[config.mk]
export PLATFORM = sky130hd
export DESIGN_NAME = see_ctrl_flat
export DESIGN_NICKNAME = d
export VERILOG_FILES = /design/src/sv/see_pkg.sv /design/src/sv/see_if.sv /design/src/sv/see_ctrl.sv /design/src/flat_wrapper.sv
export SDC_FILE = /design/constraint.sdc
export NUM_CORES = 1
export LEC_CHECK = 0
export BUFFER_PORTS_ARGS = -buffer_cell sky130_fd_sc_hd__buf_2
export CAP_MARGIN = 20
export CORE_UTILIZATION = 52
export DETAILED_ROUTE_END_ITERATION = 8
export PLACE_DENSITY = 0.87
export SLEW_MARGIN = 25
export SYNTH_ARGS = -nofsm -noshare
export SYNTH_HDL_FRONTEND = slang
export SYNTH_SLANG_ARGS = --single-unit
export TNS_END_PERCENT = 10
[constraint.sdc]
create_clock -name clk -period 8.5 [get_ports clk]
set_input_delay 1.7 -clock clk [delete_from_list [all_inputs] [get_ports clk]]
set_output_delay 1.7 -clock clk [all_outputs]
set_load 0.02 [all_outputs]
[src/sv/see_pkg.sv]
package see_pkg;

  localparam int WORD_W = 32;
  localparam logic [31:0] FNV_BASIS = 32'h811C9DC5;
  localparam logic [31:0] FNV_PRIME = 32'h01000193;

  localparam logic [7:0] OP_PUSH_LEAF  = 8'd1;
  localparam logic [7:0] OP_LNOT       = 8'd2;
  localparam logic [7:0] OP_LOR        = 8'd3;
  localparam logic [7:0] OP_LAND       = 8'd4;
  localparam logic [7:0] OP_LNOR       = 8'd5;
  localparam logic [7:0] OP_NE_A       = 8'd6;
  localparam logic [7:0] OP_LNAND      = 8'd7;
  localparam logic [7:0] OP_EQ         = 8'd8;
  localparam logic [7:0] OP_NE_B       = 8'd9;
  localparam logic [7:0] OP_PUSH_VAL   = 8'd10;
  localparam logic [7:0] OP_PUSH_IMM   = 8'd11;
  localparam logic [7:0] OP_PUSH_POOL  = 8'd12;
  localparam logic [7:0] OP_GT         = 8'd13;
  localparam logic [7:0] OP_GE         = 8'd14;
  localparam logic [7:0] OP_LT         = 8'd15;
  localparam logic [7:0] OP_LE         = 8'd16;
  localparam logic [7:0] OP_ADD        = 8'd17;
  localparam logic [7:0] OP_SUB        = 8'd18;
  localparam logic [7:0] OP_MUL        = 8'd19;
  localparam logic [7:0] OP_DIV        = 8'd20;
  localparam logic [7:0] OP_MOD        = 8'd21;
  localparam logic [7:0] OP_NEG        = 8'd22;
  localparam logic [7:0] OP_HASH       = 8'd23;
  localparam logic [7:0] OP_HCOMB      = 8'd24;
  localparam logic [7:0] OP_AND        = 8'd25;
  localparam logic [7:0] OP_OR         = 8'd26;
  localparam logic [7:0] OP_XOR        = 8'd27;
  localparam logic [7:0] OP_INV        = 8'd28;

  // Operation class decoded from the opcode.
  localparam logic [1:0] CLS_PUSH  = 2'd0;
  localparam logic [1:0] CLS_UNARY = 2'd1;
  localparam logic [1:0] CLS_BIN   = 2'd2;
  localparam logic [1:0] CLS_BAD   = 2'd3;

  // Commands from the controller to the datapath.
  typedef struct packed {
    logic       rd_issue;   // read top two stack entries
    logic       op_load;    // latch operands into the datapath
    logic       step;       // advance the multi-cycle unit one step
    logic       wb;         // write the result back to the stack
    logic       push;       // write the pushed value
  } see_cmd_t;

  typedef struct packed {
    logic        busy;      // multi-cycle unit still running
    logic        bad_div;   // divisor zero or overflow
  } see_sts_t;

  function automatic logic [1:0] op_class(input logic [7:0] op);
    case (op)
      OP_PUSH_LEAF, OP_PUSH_VAL, OP_PUSH_IMM, OP_PUSH_POOL: op_class = CLS_PUSH;
      OP_LNOT, OP_NEG, OP_HASH, OP_INV: op_class = CLS_UNARY;
      OP_LOR, OP_LAND, OP_LNOR, OP_NE_A, OP_LNAND, OP_EQ, OP_NE_B, OP_GT, OP_GE,
      OP_LT, OP_LE, OP_ADD, OP_SUB, OP_MUL, OP_DIV, OP_MOD, OP_HCOMB, OP_AND,
      OP_OR, OP_XOR: op_class = CLS_BIN;
      default: op_class = CLS_BAD;
    endcase
  endfunction

endpackage

[src/sv/see_if.sv]
interface see_in_if;
  logic        valid;
  logic        ready;
  logic [7:0]  opcode;
  logic [31:0] operand;
  logic signed [31:0] supplied_value;
  logic        supplied_ok;
  logic        last;
  modport source (output valid, opcode, operand, supplied_value, supplied_ok, last,
                  input ready);
  modport sink (input valid, opcode, operand, supplied_value, supplied_ok, last,
                output ready);
endinterface

interface see_out_if;
  logic        valid;
  logic        ready;
  logic        ok;
  logic signed [31:0] result;
  modport source (output valid, ok, result, input ready);
  modport sink (input valid, ok, result, output ready);
endinterface

[src/sv/see_ctrl.sv]
module see_ctrl
  import see_pkg::*;
#(
  parameter int DEPTH   = 256,
  parameter int AW      = 8,
  parameter int MAXP    = 256,
  parameter int CW      = 9
) (
  input  logic        clk,
  input  logic        rst_n,
  see_in_if.sink      in_ch,
  see_out_if.source   out_ch,
  output see_cmd_t    cmd,
  input  see_sts_t    sts,
  output logic [7:0]  op,
  output logic [AW:0] depth,
  output logic [31:0] push_val,
  input  logic [31:0] bottom_val
);

  localparam logic [2:0] S_IDLE = 3'd0;
  localparam logic [2:0] S_READ = 3'd1;
  localparam logic [2:0] S_LOAD = 3'd2;
  localparam logic [2:0] S_RUN  = 3'd3;
  localparam logic [2:0] S_MUL  = 3'd4;
  localparam logic [2:0] S_WB   = 3'd5;

  logic [2:0]  state_r, state_nxt;
  logic [AW:0] depth_r, depth_nxt;
  logic [CW:0] icnt_r, icnt_nxt;
  logic        fail_r, fail_nxt;
  logic [7:0]  op_r;
  logic        last_r;
  logic        ovalid_r, ovalid_nxt, ook_r, ook_nxt;
  logic [31:0] ores_r, ores_nxt;
  logic        acc;
  logic        out_fire;
  logic [1:0]  cls;
  logic [CW:0] icnt_inc;
  logic        fail_now, done;
  logic [AW:0] depth_fin;

  assign out_fire = out_ch.valid && out_ch.ready;
  assign in_ch.ready = (state_r == S_IDLE) && (!ovalid_r || out_fire);
  assign acc = in_ch.valid && in_ch.ready;
  assign cls = op_class(in_ch.opcode);
  assign icnt_inc = (icnt_r <= (CW+1)'(MAXP)) ? icnt_r + 1'b1 : icnt_r;

  assign op       = (state_r == S_IDLE) ? in_ch.opcode : op_r;
  assign depth    = depth_r;
  assign push_val = (in_ch.opcode == OP_PUSH_IMM) ? in_ch.operand : in_ch.supplied_value;

  always_comb begin
    state_nxt  = state_r;
    depth_nxt  = depth_r;
    icnt_nxt   = icnt_r;
    fail_nxt   = fail_r;
    cmd        = '0;
    done       = 1'b0;
    fail_now   = fail_r;
    depth_fin  = depth_r;
    case (state_r)
      S_IDLE: begin
        if (acc) begin
          icnt_nxt = icnt_inc;
          fail_now = fail_r || (icnt_inc > (CW+1)'(MAXP));
          if (!fail_now) begin
            case (cls)
              CLS_PUSH: begin
                if (depth_r >= (AW+1)'(DEPTH) ||
                    (in_ch.opcode == OP_PUSH_POOL && !in_ch.supplied_ok)) begin
                  fail_now = 1'b1;
                end else begin
                  cmd.push  = 1'b1;
                  depth_fin = depth_r + 1'b1;
                end
              end
              CLS_UNARY: begin
                if (depth_r == '0) fail_now = 1'b1;
                else state_nxt = S_READ;
              end
              CLS_BIN: begin
                if (depth_r < (AW+1)'(2)) fail_now = 1'b1;
                else state_nxt = S_READ;
              end
              default: fail_now = 1'b1;
            endcase
          end
          depth_nxt = depth_fin;
          fail_nxt  = fail_now;
          if (state_nxt == S_IDLE) done = in_ch.last;
        end
      end
      S_READ: begin
        cmd.rd_issue = 1'b1;
        state_nxt = S_LOAD;
      end
      S_LOAD: begin
        cmd.op_load = 1'b1;
        state_nxt = (op_r == OP_MUL) ? S_MUL : S_RUN;
      end
      S_MUL: state_nxt = S_WB;
      S_RUN: begin
        cmd.step = 1'b1;
        if (sts.bad_div) begin
          fail_nxt  = 1'b1;
          fail_now  = 1'b1;
          state_nxt = S_IDLE;
          done      = last_r;
        end else if (!sts.busy) begin
          state_nxt = S_WB;
        end
      end
      S_WB: begin
        cmd.wb = 1'b1;
        if (op_class(op_r) == CLS_BIN) depth_fin = depth_r - 1'b1;
        depth_nxt = depth_fin;
        state_nxt = S_IDLE;
        done      = last_r;
      end
      default: state_nxt = S_IDLE;
    endcase
  end

  always_comb begin
    ovalid_nxt = ovalid_r && !out_fire;
    ook_nxt    = ook_r;
    ores_nxt   = ores_r;
    if (done) begin
      ovalid_nxt = 1'b1;
      ook_nxt    = !fail_now && depth_fin == (AW+1)'(1);
      ores_nxt   = '0;
    end
  end

  // A result computed by write-back lands in the bottom entry at this edge;
  // the output value is captured from it in the cycle after, when needed.
  logic fix_r;
  always_ff @(posedge clk) begin
    if (!rst_n) begin
      state_r  <= S_IDLE;
      depth_r  <= '0;
      icnt_r   <= '0;
      fail_r   <= 1'b0;
      ovalid_r <= 1'b0;
      fix_r    <= 1'b0;
    end else begin
      state_r  <= state_nxt;
      fix_r    <= 1'b0;
      ovalid_r <= ovalid_nxt;
      if (done) begin
        depth_r <= '0;
        icnt_r  <= '0;
        fail_r  <= 1'b0;
        fix_r   <= ook_nxt;
      end else begin
        depth_r <= depth_nxt;
        icnt_r  <= icnt_nxt;
        fail_r  <= fail_nxt;
      end
    end
    ook_r <= ook_nxt;
    if (fix_r) ores_r <= bottom_val;
    else       ores_r <= ores_nxt;
    if (acc) begin
      op_r   <= in_ch.opcode;
      last_r <= in_ch.last;
    end
  end

  // The output shows a valid beat only once its value has settled.
  assign out_ch.valid  = ovalid_r && !fix_r;
  assign out_ch.ok     = ook_r;
  assign out_ch.result = ook_r ? ores_r : '0;

`ifndef SYNTH
  a_depth_max: assert property (@(posedge clk) disable iff (!rst_n)
    depth_r <= (AW+1)'(DEPTH))
    else $error("stack depth above capacity");
  a_ready_idle: assert property (@(posedge clk) disable iff (!rst_n)
    in_ch.ready |-> state_r == S_IDLE)
    else $error("input ready outside idle");
  a_done_clear: assert property (@(posedge clk) disable iff (!rst_n)
    done |=> depth_r == '0 && !fail_r)
    else $error("program state not cleared after last");
`endif

endmodule

[src/flat_wrapper.sv]
// flat-port wrapper written by rule: the top's interface ports become plain ports
module see_ctrl_flat import see_pkg::*;
#(
  parameter int DEPTH   = 256,
  parameter int AW      = 8,
  parameter int MAXP    = 256,
  parameter int CW      = 9
)
  (clk, rst_n, cmd, sts, op, depth, push_val, bottom_val, in_ch_valid, in_ch_opcode, in_ch_operand, in_ch_supplied_value, in_ch_supplied_ok, in_ch_last, in_ch_ready, out_ch_valid, out_ch_ok, out_ch_result, out_ch_ready);
  see_in_if in_ch_i ();
  see_out_if out_ch_i ();
  input  logic clk;
  input  logic rst_n;
  output see_cmd_t cmd;
  input  see_sts_t sts;
  output logic [7:0] op;
  output logic [AW:0] depth;
  output logic [31:0] push_val;
  input  logic [31:0] bottom_val;
  input wire logic [$bits(in_ch_i.valid)-1:0] in_ch_valid;
  input wire logic [$bits(in_ch_i.opcode)-1:0] in_ch_opcode;
  input wire logic [$bits(in_ch_i.operand)-1:0] in_ch_operand;
  input wire logic [$bits(in_ch_i.supplied_value)-1:0] in_ch_supplied_value;
  input wire logic [$bits(in_ch_i.supplied_ok)-1:0] in_ch_supplied_ok;
  input wire logic [$bits(in_ch_i.last)-1:0] in_ch_last;
  output wire logic [$bits(in_ch_i.ready)-1:0] in_ch_ready;
  output wire logic [$bits(out_ch_i.valid)-1:0] out_ch_valid;
  output wire logic [$bits(out_ch_i.ok)-1:0] out_ch_ok;
  output wire logic [$bits(out_ch_i.result)-1:0] out_ch_result;
  input wire logic [$bits(out_ch_i.ready)-1:0] out_ch_ready;
  assign in_ch_i.valid = in_ch_valid;
  assign in_ch_i.opcode = in_ch_opcode;
  assign in_ch_i.operand = in_ch_operand;
  assign in_ch_i.supplied_value = in_ch_supplied_value;
  assign in_ch_i.supplied_ok = in_ch_supplied_ok;
  assign in_ch_i.last = in_ch_last;
  assign in_ch_ready = in_ch_i.ready;
  assign out_ch_valid = out_ch_i.valid;
  assign out_ch_ok = out_ch_i.ok;
  assign out_ch_result = out_ch_i.result;
  assign out_ch_i.ready = out_ch_ready;
  see_ctrl #(.DEPTH(DEPTH), .AW(AW), .MAXP(MAXP), .CW(CW)) u_core (.clk(clk), .rst_n(rst_n), .in_ch(in_ch_i), .out_ch(out_ch_i), .cmd(cmd), .sts(sts), .op(op), .depth(depth), .push_val(push_val), .bottom_val(bottom_val));
endmodule
==> impl_metrics.ini, run 1 <==
[power_and_ir_drop]
p_int_uw = 549
p_comb_share_pct = 14.1
p_sw_uw = 202
p_per_area_nw_per_um2 = 132
ir_worst_vdd_uv = 87.7
swShare_pct = 26.9
clkPwrFrac_pct = 36.6
p_leak_nw = 2.64
seqPwrFrac_pct = 49.2

[synthesis]
ys_seq_area_share_pct = 40.5
synth_cell_types = 63
yosys-top-cells-area = edfxtp_1 (28%), dfxtp_1 (13%), mux2_2 (10%), and2_1 (10%), ha_1 (3.7%)
synthCells = 445
synth_nets = 570
yosysTopAreaCell = edfxtp_1
synth-edff-count = 41
synth.avg_cell_area_sq_um = 9.94
synth_top_area_share_pct = 27.8
ys_seq_elements = 69
ys.flop_type = edfxtp_1
ys_warn_count = 0
synthArstFlopShare_pct = 0
synth_area_sq_um = 4430

[timing]
skew_ps = 14.2
setup_slack_ps = 2820
drv_slew = 0
tightest_slew_ps = 803
fmax_ghz = 0.176
relSlewSlack_pct = 46.4
fin_crit_sh_pct = 66.8
rsz0062_at_grt = false
tns_ps = 0
period_minus_slack_ps = 5680
hold_viol = 0
setup_violations = 0

[clock_tree]
clkSinkCount = 69
htreeDepth = 3
cts_setup_buffers = 0
clk_pin_slew_ps = 80
clockRootBuffer = clkbuf_8
clock_latency_ps = 350
cts_tree = done
cts_resized = 0
cts-hold-fix-buffers = 0
clk_path_buf_depth = 2
cts_inserted_buffers = 9

[routing]
wl_mm = 12.6
drt-wirelength-per-cell_um = 16.9
vias = 4084
drtIter0Drc = 204
dr.pass1.iters = 4
drc = 0
ant_nets = 0
vias_per_cell = 5.47

[die]
rows = 33
dieArea_sq_um = 8880
die_width_um = 94.3
dieHeight_um = 94.3
core_area_sq_um = 8220
initial_core_util_pct = 53.9
ios = 201

[grt]
grt_max_degree = 36
grt_pass1_wl_mm = 18.5
grt.overflow.total = 0
grt_pass1_vias = 3783
track_usage_pct = 27.7
antenna_found_initial = 3

[placed_design]
dpl_cell_area_sq_um = 5460
gp_congestion = 0.958
dp_hpwl_mm = 9.91
io_buffers = 200
place_ws_ps = 2870

[job]
drv_cap = 0

[critical_path]
crit_type = input pin to output pin
required_ps = 6800
critPathBufInv = 4
cp.arrival_ps = 3980
slowest_stage = nor3_1
end_kind = output pin
crit_fanout = 7
start_kind = input pin
max_stage_delay_ps = 460
crit_path_cell_trace = buf_2 > inv_1 > ha_1 > a32oi_1 > o21ai_0 > nand2_1 > inv_1 > ha_1 > nand2_1 > nor3_1 > and2_1 > and2_1 > buf_2
crit_family = simple AND/OR/NAND/NOR gates

[finish]
nets = 758
utilization_pct = 69.1
register_area_sq_um = 1790
n_fill_cell = 660
fin_area_sq_um = 5680
multi_input_area_sq_um = 2470
syn2layout_area_growth_pct = 28.2
final_layout_size_suffix_gt1_share_pct = 42.5

[worst_hold_path]
hp-class = flip-flop to flip-flop

[run_status]
status = complete, no violations
[power groups by stage]
stage                     Sequential (mW)  Clock [mW]  Combinational, mW
after floorplan                     0.375           0             0.0568
after global placement              0.377           0              0.103
after detailed placement            0.377           0              0.105
after CTS                           0.369       0.280              0.106
after global routing                0.371       0.292              0.114
final                               0.370       0.275              0.106
[routing by layer]
layer / wire length, um / share of wire [%] / track usage, % / vias up
li1: - / - / - / 1981
met1: 4830 / 38 / 31.3 / 1877
met2: 6310 / 50 / 48.1 / 191
met3: 938 / 7.5 / 6.23 / 35
met4: 503 / 4.0 / 14.6 / 0
met5: 0 / 0 / 0 / -
[kinds of logic after synthesis]
family	synth area share (%)
adder cells (fa/ha/maj)	3.68
flip-flops	40.5
buffers and inverters	3.76
XOR/XNOR	3.36
multiplexers	12.2
AO/OA/AOI/OAI	9.42
AND/OR/NAND/NOR	27.1
[Yosys cell counts, drive strengths merged, types with 2 or more instances]
cell	number
and2	71
edfxtp	41
mux2	41
nor2	33
dfxtp	28
nand2	21
clkbuf	20
nor3	15
and3	13
ha	13
inv	13
o21ai	11
xor2	9
a31oi	8
mux2i	8
nor4	8
xnor2	8
a21oi	7
nand3	7
buf	6
nand4	5
nor2b	5
a21boi	4
nand2b	4
nor3b	4
a41oi	3
nor4b	3
o211ai	3
a211oi	2
a311oi	2
and4	2
nand4b	2
o21a	2
or2	2
or4	2
[area by class of cell]
cell class	count	share of cell area (%)
Multi-Input combinational cell	337	43.5
Sequential cell	69	31.6
Timing Repair Buffer	203	18.0
Tap cell	105	2.31
Clock buffer	9	2.18
Clock inverter	7	1.43
Inverter	13	0.860
Antenna cell	3	0.132
[flip-flops by register name, indices dropped and copies added (netlist names), named ones only]
| name | flops |
|---|---|
| u_core.icnt_r | 10 |
| u_core.ovalid_r | 1 |
| u_core.fail_r | 1 |
| u_core.ores_r | 32 |
| u_core.depth | 9 |
| u_core.out_ch.ok | 1 |
| u_core.op_r | 8 |
| u_core.last_r | 1 |
| u_core.fix_r | 1 |
| u_core.state_r | 3 |
[worst reg2reg max path: cells and delay by family, from the launching register on]
kind | cells | cell delay, ps
flops | 1 | 830
compound gates | 3 | 1230
buf+inv | 1 | 510
simple gates | 3 | 1190
[per-stage QoR]
| step | power (mW) | hold slack (ps) | instances |
|---|---|---|---|
| 3_5_place_dp | 0.483 | 479 | 727 |
| 4_1_cts | 0.755 | 491 | 743 |
| 6_report | 0.751 | 484 | 746 |
| 5_1_grt | 0.777 | 514 | 746 |
| 3_3_place_gp | 0.480 | 468 | 727 |
| 2_1_floorplan | 0.432 | 450 | 445 |
[placed cells by master (no fill, tap or decap), types with 3 or more instances in the layout]
master,Yosys,final
dfxtp_1,28,28
a21boi_0,3,3
xnor2_1,8,8
and2_1,71,71
ha_1,13,13
inv_1,13,13
o211ai_1,3,3
clkbuf_8,0,9
a21oi_1,7,7
nand3_1,7,7
nor3_1,15,15
o21ai_0,11,11
nor3b_1,4,4
diode_2,0,3
nor2b_1,5,5
and3_1,12,12
mux2_2,41,41
nor2_1,33,33
edfxtp_1,41,41
a41oi_1,3,3
mux2i_1,8,8
buf_2,4,200
buf_4,0,3
clkinv_4,0,3
nand4_1,4,4
nand2_1,21,21
a31oi_1,8,8
nand2b_1,4,4
nor4_1,6,6
xor2_1,9,9
[final timing paths]
kind / start / end / slack, ps / cells past startpoint
max: in_ch_opcode[1] / cmd[0] / 2820 / 13
max reg2reg: u_core.fix_r$_SDFF_PN0_ / u_core.icnt_r[8]$_SDFFE_PP0P_ / 4650 / 7
min reg2reg: u_core.ovalid_r$_SDFF_PN0_ / u_core.ovalid_r$_SDFF_PN0_ / 480 / 2
min: u_core.ovalid_r$_SDFF_PN0_ / u_core.ovalid_r$_SDFF_PN0_ / 480 / 2
Note: power is estimated with default switching activity, not from simulation.
==> run 2, diff against run 1 <==
--- a/config.mk
+++ b/config.mk
@@ -7,9 +7,9 @@
 export LEC_CHECK = 0
 export BUFFER_PORTS_ARGS = -buffer_cell sky130_fd_sc_hd__buf_2
 export CAP_MARGIN = 20
-export CORE_UTILIZATION = 52
+export CORE_UTILIZATION = 48
 export DETAILED_ROUTE_END_ITERATION = 8
-export PLACE_DENSITY = 0.87
+export PLACE_DENSITY = 0.82
 export SLEW_MARGIN = 25
 export SYNTH_ARGS = -nofsm -noshare
 export SYNTH_HDL_FRONTEND = slang
==> constraint.sdc (replaced) <==
create_clock -name clk -period 5.4 [get_ports clk]
set_input_delay 1.08 -clock clk [delete_from_list [all_inputs] [get_ports clk]]
set_output_delay 1.08 -clock clk [all_outputs]
set_load 0.02 [all_outputs]
==> impl_metrics.ini, run 2 (same netlist as run 1, synthesis figures left out) <==
[run_status]
status = complete, but fails checks
violations = DRC

[grt]
grt.overflow.total = 0
track_usage_pct = 26.8
grt_max_degree = 36
grt_pass1_wl_mm = 20.0
antenna_found_initial = 0
grt_pass1_vias = 3954

[worst_hold_path]
holdPathEnd = u_core.ovalid_r$_SDFF_PN0_
hold_depth = 2
min_from = u_core.ovalid_r$_SDFF_PN0_
hp-class = flip-flop to flip-flop

[die]
dieArea_sq_um = 9610
die_width_um = 98.0
initial_core_util_pct = 50.3
dieHeight_um = 98.0
rows = 34
ios = 201
core_area_sq_um = 8810

[critical_path]
startpoint = in_ch_opcode[1]
cp.arrival_ps = 3270
r2r-end = u_core.icnt_r[8]$_SDFFE_PP0P_
end_kind = output pin
critPathBufInv = 4
crit_family = simple AND/OR/NAND/NOR gates
required_ps = 4320
crit_type = input pin to output pin
rrSetupSlack_ps = 1720
crit_fanout = 7
cp.depth = 13
start_kind = input pin
crit_path_cell_trace = buf_2 > inv_1 > ha_1 > a32oi_1 > o21ai_0 > nand2_1 > inv_1 > ha_1 > nand2_1 > nor3_1 > and2_1 > and2_1 > buf_2
r2r_cells = 9
slowest_stage = nor3_1
max_stage_delay_ps = 450
reg2reg_from = u_core.icnt_r[0]$_SDFFE_PP0P_

[routing]
drc = 14
ant_nets = 0
wl_mm = 12.8
drtIter0Drc = 225
drt-wirelength-per-cell_um = 17.1
vias = 4088
vias_per_cell = 5.47
dr.pass1.iters = 8

[clock_tree]
cts_resized = 0
htreeDepth = 3
clk_path_buf_depth = 2
clockRootBuffer = clkbuf_8
cts_inserted_buffers = 9
cts_tree = done
clkSinkCount = 69
clk_pin_slew_ps = 70
cts-hold-fix-buffers = 0
cts_setup_buffers = 0
clock_latency_ps = 350

[timing]
tns_ps = 0
hold_ws_ps = 555
fmax_ghz = 0.230
skew_ps = 10.6
drv_slew = 0
rsz0062_at_grt = false
tightest_slew_ps = 852
relSlewSlack_pct = 43.1
period_minus_slack_ps = 4350
fin_crit_sh_pct = 80.6
setup_violations = 0
setup_slack_ps = 1050
hold_viol = 0

[finish]
layout_commonest_cell = buf_2
regMostFlops = u_core.ores_r
final_cells = 747
utilization_pct = 64.6
mostFrequentLayoutCells = buf_2 (200), and2_1 (71), mux2_2 (41), edfxtp_1 (41), nor2_1 (33)
largest_reg_flops = 32
n_fill_cell = 732
nets = 759
n_antenna_cell = 0
syn2layout_area_growth_pct = 28.6
final_layout_size_suffix_gt1_share_pct = 42.4
fin_area_sq_um = 5690

[placed_design]
io_buffers = 200
place_ws_ps = 1060
gp_congestion = 0.899
dpl_cell_area_sq_um = 5470
dp_hpwl_mm = 9.98
dp.cells = 731

[power_and_ir_drop]
finalPower_mw = 1.21
p_leak_nw = 2.66
ir_worst_vdd_uv = 139
p_per_area_nw_per_um2 = 213

[job]
drv_cap = 0
[run 2: cell count changes in the layout (fill, tap and decap cells not counted), sizes merged]
cell      delta
inv          -2
clkinvlp     -1
buf          +1
clkbuf       +1
clkinv       +1
bufinv       +1
diode        -3
[run 2: how the worst max path moves through the flow]
stage	end
floorplan	u_core.ores_r[0]$_SDFFCE_PN0P_
finish	cmd[0]
global placement	cmd[0]
CTS	cmd[0]
global route	cmd[0]
detailed placement	cmd[0]
[run 2: area by class of cell]
class                   count  area [sq um]  area share [%]
clock buffers              10           128            2.24
clock inverters             6          87.6            1.54
inverters                  13          48.8           0.858
multi-input cells         337          2470            43.4
flip-flops and latches     69          1790            31.5
well taps                 108           135            2.38
repair buffers            204          1030            18.1
[run 2: routing by layer]
metal / GRT usage, % / vias to the layer above / share of wire, %
met5: 0 / - / 0
met4: 11.4 / 0 / 3.0
met3: 5.80 / 27 / 6.8
met2: 49.5 / 199 / 52
met1: 29.4 / 1890 / 38
li1: - / 1972 / -
[run 2: worst min-delay path: cells and delay by family (launching register included)]
kind               cells  cell delay (ps)
AOI/OAI and AO/OA      1              100
DFF                    1              320
and+or+nand+nor        1               80
[run 2: power breakdown]
part           switching (mW)  internal, mW  total (mW)  leakage, nW
combinational          0.0954        0.0727       0.168         1.92
sequential            0.00905         0.573       0.582        0.627
clock                   0.202         0.260       0.462        0.110
total                   0.306         0.906        1.21         2.66
==> run 3, diff against run 2 <==
--- a/config.mk
+++ b/config.mk
@@ -5,11 +5,12 @@
 export SDC_FILE = /design/constraint.sdc
 export NUM_CORES = 1
 export LEC_CHECK = 0
+export ABC_AREA = 1
 export BUFFER_PORTS_ARGS = -buffer_cell sky130_fd_sc_hd__buf_2
 export CAP_MARGIN = 20
-export CORE_UTILIZATION = 48
+export CORE_UTILIZATION = 44
 export DETAILED_ROUTE_END_ITERATION = 8
-export PLACE_DENSITY = 0.82
+export PLACE_DENSITY = 0.78
 export SLEW_MARGIN = 25
 export SYNTH_ARGS = -nofsm -noshare
 export SYNTH_HDL_FRONTEND = slang
==> constraint.sdc (replaced) <==
create_clock -name clk -period 3.5 [get_ports clk]
set_input_delay 0.7 -clock clk [delete_from_list [all_inputs] [get_ports clk]]
set_output_delay 0.7 -clock clk [all_outputs]
set_load 0.02 [all_outputs]
==> impl_metrics.ini, run 3 <==
[run_status]
status = complete, no violations

[finish]
largest_reg_flops = 32
mostFrequentLayoutCells = buf_2 (200), nand2_1 (174), inv_1 (130)
layout_commonest_cell = buf_2
regMostFlops = u_core.ores_r
syn2layout_area_growth_pct = 28.8
n_fill_cell = 969
final_layout_size_suffix_gt1_share_pct = 33.0
nets = 971

[critical_path]
r2r_cells = 20
start_kind = input pin
crit_path_cell_trace = buf_2 > inv_1 > ha_1 > nand3_1 > nand4_1 > nand2_1 > inv_1 > ha_1 > nand2_1 > inv_1 > nand3_2 > inv_2 > nand3_1 > inv_1 > buf_2
required_ps = 2800
end_kind = output pin
max_stage_delay_ps = 290
slowest_stage = ha_1
crit_top_cell = inv_1
reg2reg_from = u_core.icnt_r[0]$_SDFFE_PP0P_
cp.arrival_ps = 2490
r2r-end = u_core.ores_r[22]$_SDFFCE_PN0P_
crit_type = input pin to output pin
critPathBufInv = 7
crit_family = buffers and inverters
crit_fanout = 6
rrSetupSlack_ps = 610

[placed_design]
gp_congestion = 0.954
dp_hpwl_mm = 10.6
io_buffers = 200

[synthesis]
synth_cell_types = 36
ys.flop_type = edfxtp_1
yosys-top-cells-area = edfxtp_1 (26%), nand2_1 (14%), dfxtp_1 (12%), inv_1 (10%), mux2_2 (7.7%)
ys_seq_area_share_pct = 38.5
yosysTopAreaCell = edfxtp_1
ys_warn_count = 0
synth_nets = 774
synthCells = 649
ys_seq_elements = 69
synth_top_area_share_pct = 26.4
synth-edff-count = 41
synth_area_sq_um = 4660
synthArstFlopShare_pct = 0
synth.most_common_cell = nand2_1
synth.avg_cell_area_sq_um = 7.17
ys_top_cells_by_count = nand2_1 (174), inv_1 (130), nor2_1 (60)

[timing]
fin_crit_sh_pct = 91.1
hold_viol = 0
tightest_slew_ps = 578
tns_ps = 0
skew_ps = 7.99
period_minus_slack_ps = 3190
setup_violations = 0
fmax_ghz = 0.314
hold_ws_ps = 535
drv_slew = 0
relSlewSlack_pct = 61.1
rsz0062_at_grt = false

[clock_tree]
clk_pin_slew_ps = 80
clockRootBuffer = clkbuf_8
cts-hold-fix-buffers = 0
clock_latency_ps = 360
cts_setup_buffers = 0
clk_path_buf_depth = 2
clkSinkCount = 69
htreeDepth = 3
cts_inserted_buffers = 9
cts_resized = 0
cts_tree = done

[die]
dieHeight_um = 105
dieArea_sq_um = 11000
rows = 37
initial_core_util_pct = 45.3
core_area_sq_um = 10300
ios = 201
die_width_um = 105

[routing]
drt-wirelength-per-cell_um = 13.5
vias_per_cell = 4.86
dr.pass1.iters = 5
wl_mm = 13.4
ant_nets = 0
drc = 0
vias = 4803
drtIter0Drc = 306

[grt]
grt_pass1_vias = 4462
antenna_found_initial = 2
grt.overflow.total = 0
track_usage_pct = 24.8
grt_max_degree = 35
grt_pass1_wl_mm = 21.2

[worst_hold_path]
holdPathEnd = u_core.icnt_r[8]$_SDFFE_PP0P_
hold_depth = 2
hp-class = flip-flop to flip-flop
min_from = u_core.icnt_r[8]$_SDFFE_PP0P_

[power_and_ir_drop]
ir_worst_vdd_uv = 153
p_leak_nw = 3.42
p_per_area_nw_per_um2 = 312

[job]
drv_cap = 0
run 3: cell count changes after synthesis, moves of 9 or more:
cell,delta
mux2_2,-9
inv_1,+117
and3_1,-11
nand2_1,+153
nand4_1,+13
nand3_1,+28
o21ai_0,+24
and2_1,-71
nor2_1,+27
run 3: cells by family (layout without fill, tap and decap cells):
logic type / after synthesis / in the layout / share of synthesized area (%)
other cells: 0 / 2 / 0
compound gates: 57 / 57 / 7.12
simple gates: 321 / 321 / 29.7
buf+inv: 156 / 358 / 13.2
xor+xnor: 1 / 1 / 0.188
fa+ha+maj: 13 / 13 / 3.49
mux: 32 / 32 / 7.74
flops: 69 / 69 / 38.5
run 3: metal layers:
layer	wire, um	vias up	track usage, %	share of wire, %
li1	-	2450	-	-
met1	5230	2115	27.0	39
met2	6530	206	44.6	49
met3	895	32	4.12	6.7
met4	731	0	15.8	5.5
met5	0	-	0	0
run 3: worst max path at each step:
stage	start	to	slack, ps	cells after the start
after CTS	in_ch_opcode[1]	cmd[0]	310	15
final	in_ch_opcode[1]	cmd[0]	310	15
after global placement	in_ch_opcode[1]	cmd[0]	390	15
after global routing	in_ch_opcode[1]	cmd[0]	80	15
after detailed placement	in_ch_opcode[1]	cmd[0]	310	15
after floorplan	in_ch_opcode[0]	u_core.ores_r[0]$_SDFFCE_PN0P_	320	15
run 3: power breakdown:
| group | internal (mW) | switching (mW) | leakage (nW) |
|---|---|---|---|
| clock | 0.340 | 0.341 | 0.0984 |
| sequential | 0.890 | 0.0173 | 0.626 |
| combinational | 0.117 | 0.167 | 2.70 |
run 3: final cells by class:
type,count,area [sq um],share of cell area [%]
Antenna cell,2,5.00,0.0835
Multi-Input combinational cell,424,2250,37.5
Sequential cell,69,1790,29.9
Tap cell,136,170,2.84
Clock inverter,7,82.6,1.38
Clock buffer,9,124,2.07
Timing Repair Buffer,207,1070,17.8
Inverter,135,507,8.45
run 3: metrics by stage:
| stage | area [sq um] | instances | utilization (%) | worst slack (ps) | power (mW) |
|---|---|---|---|---|---|
| final | 6000 | 989 | 58.4 | 313 | 1.87 |
| after global routing | 6000 | 989 | 58.4 | 79.0 | 1.95 |
| after CTS | 5990 | 987 | 58.3 | 306 | 1.89 |
| after detailed placement | 5780 | 971 | 56.3 | 309 | 1.21 |
| after global placement | 5780 | 971 | 56.3 | 394 | 1.21 |
| after floorplan | 4660 | 649 | - | 317 | 1.08 |
run 3: tightest hold or removal path: stages, from the launching register on:
cell and delay [ps]:
dfxtp_1 360, a21oi_1 50, nor2_1 90
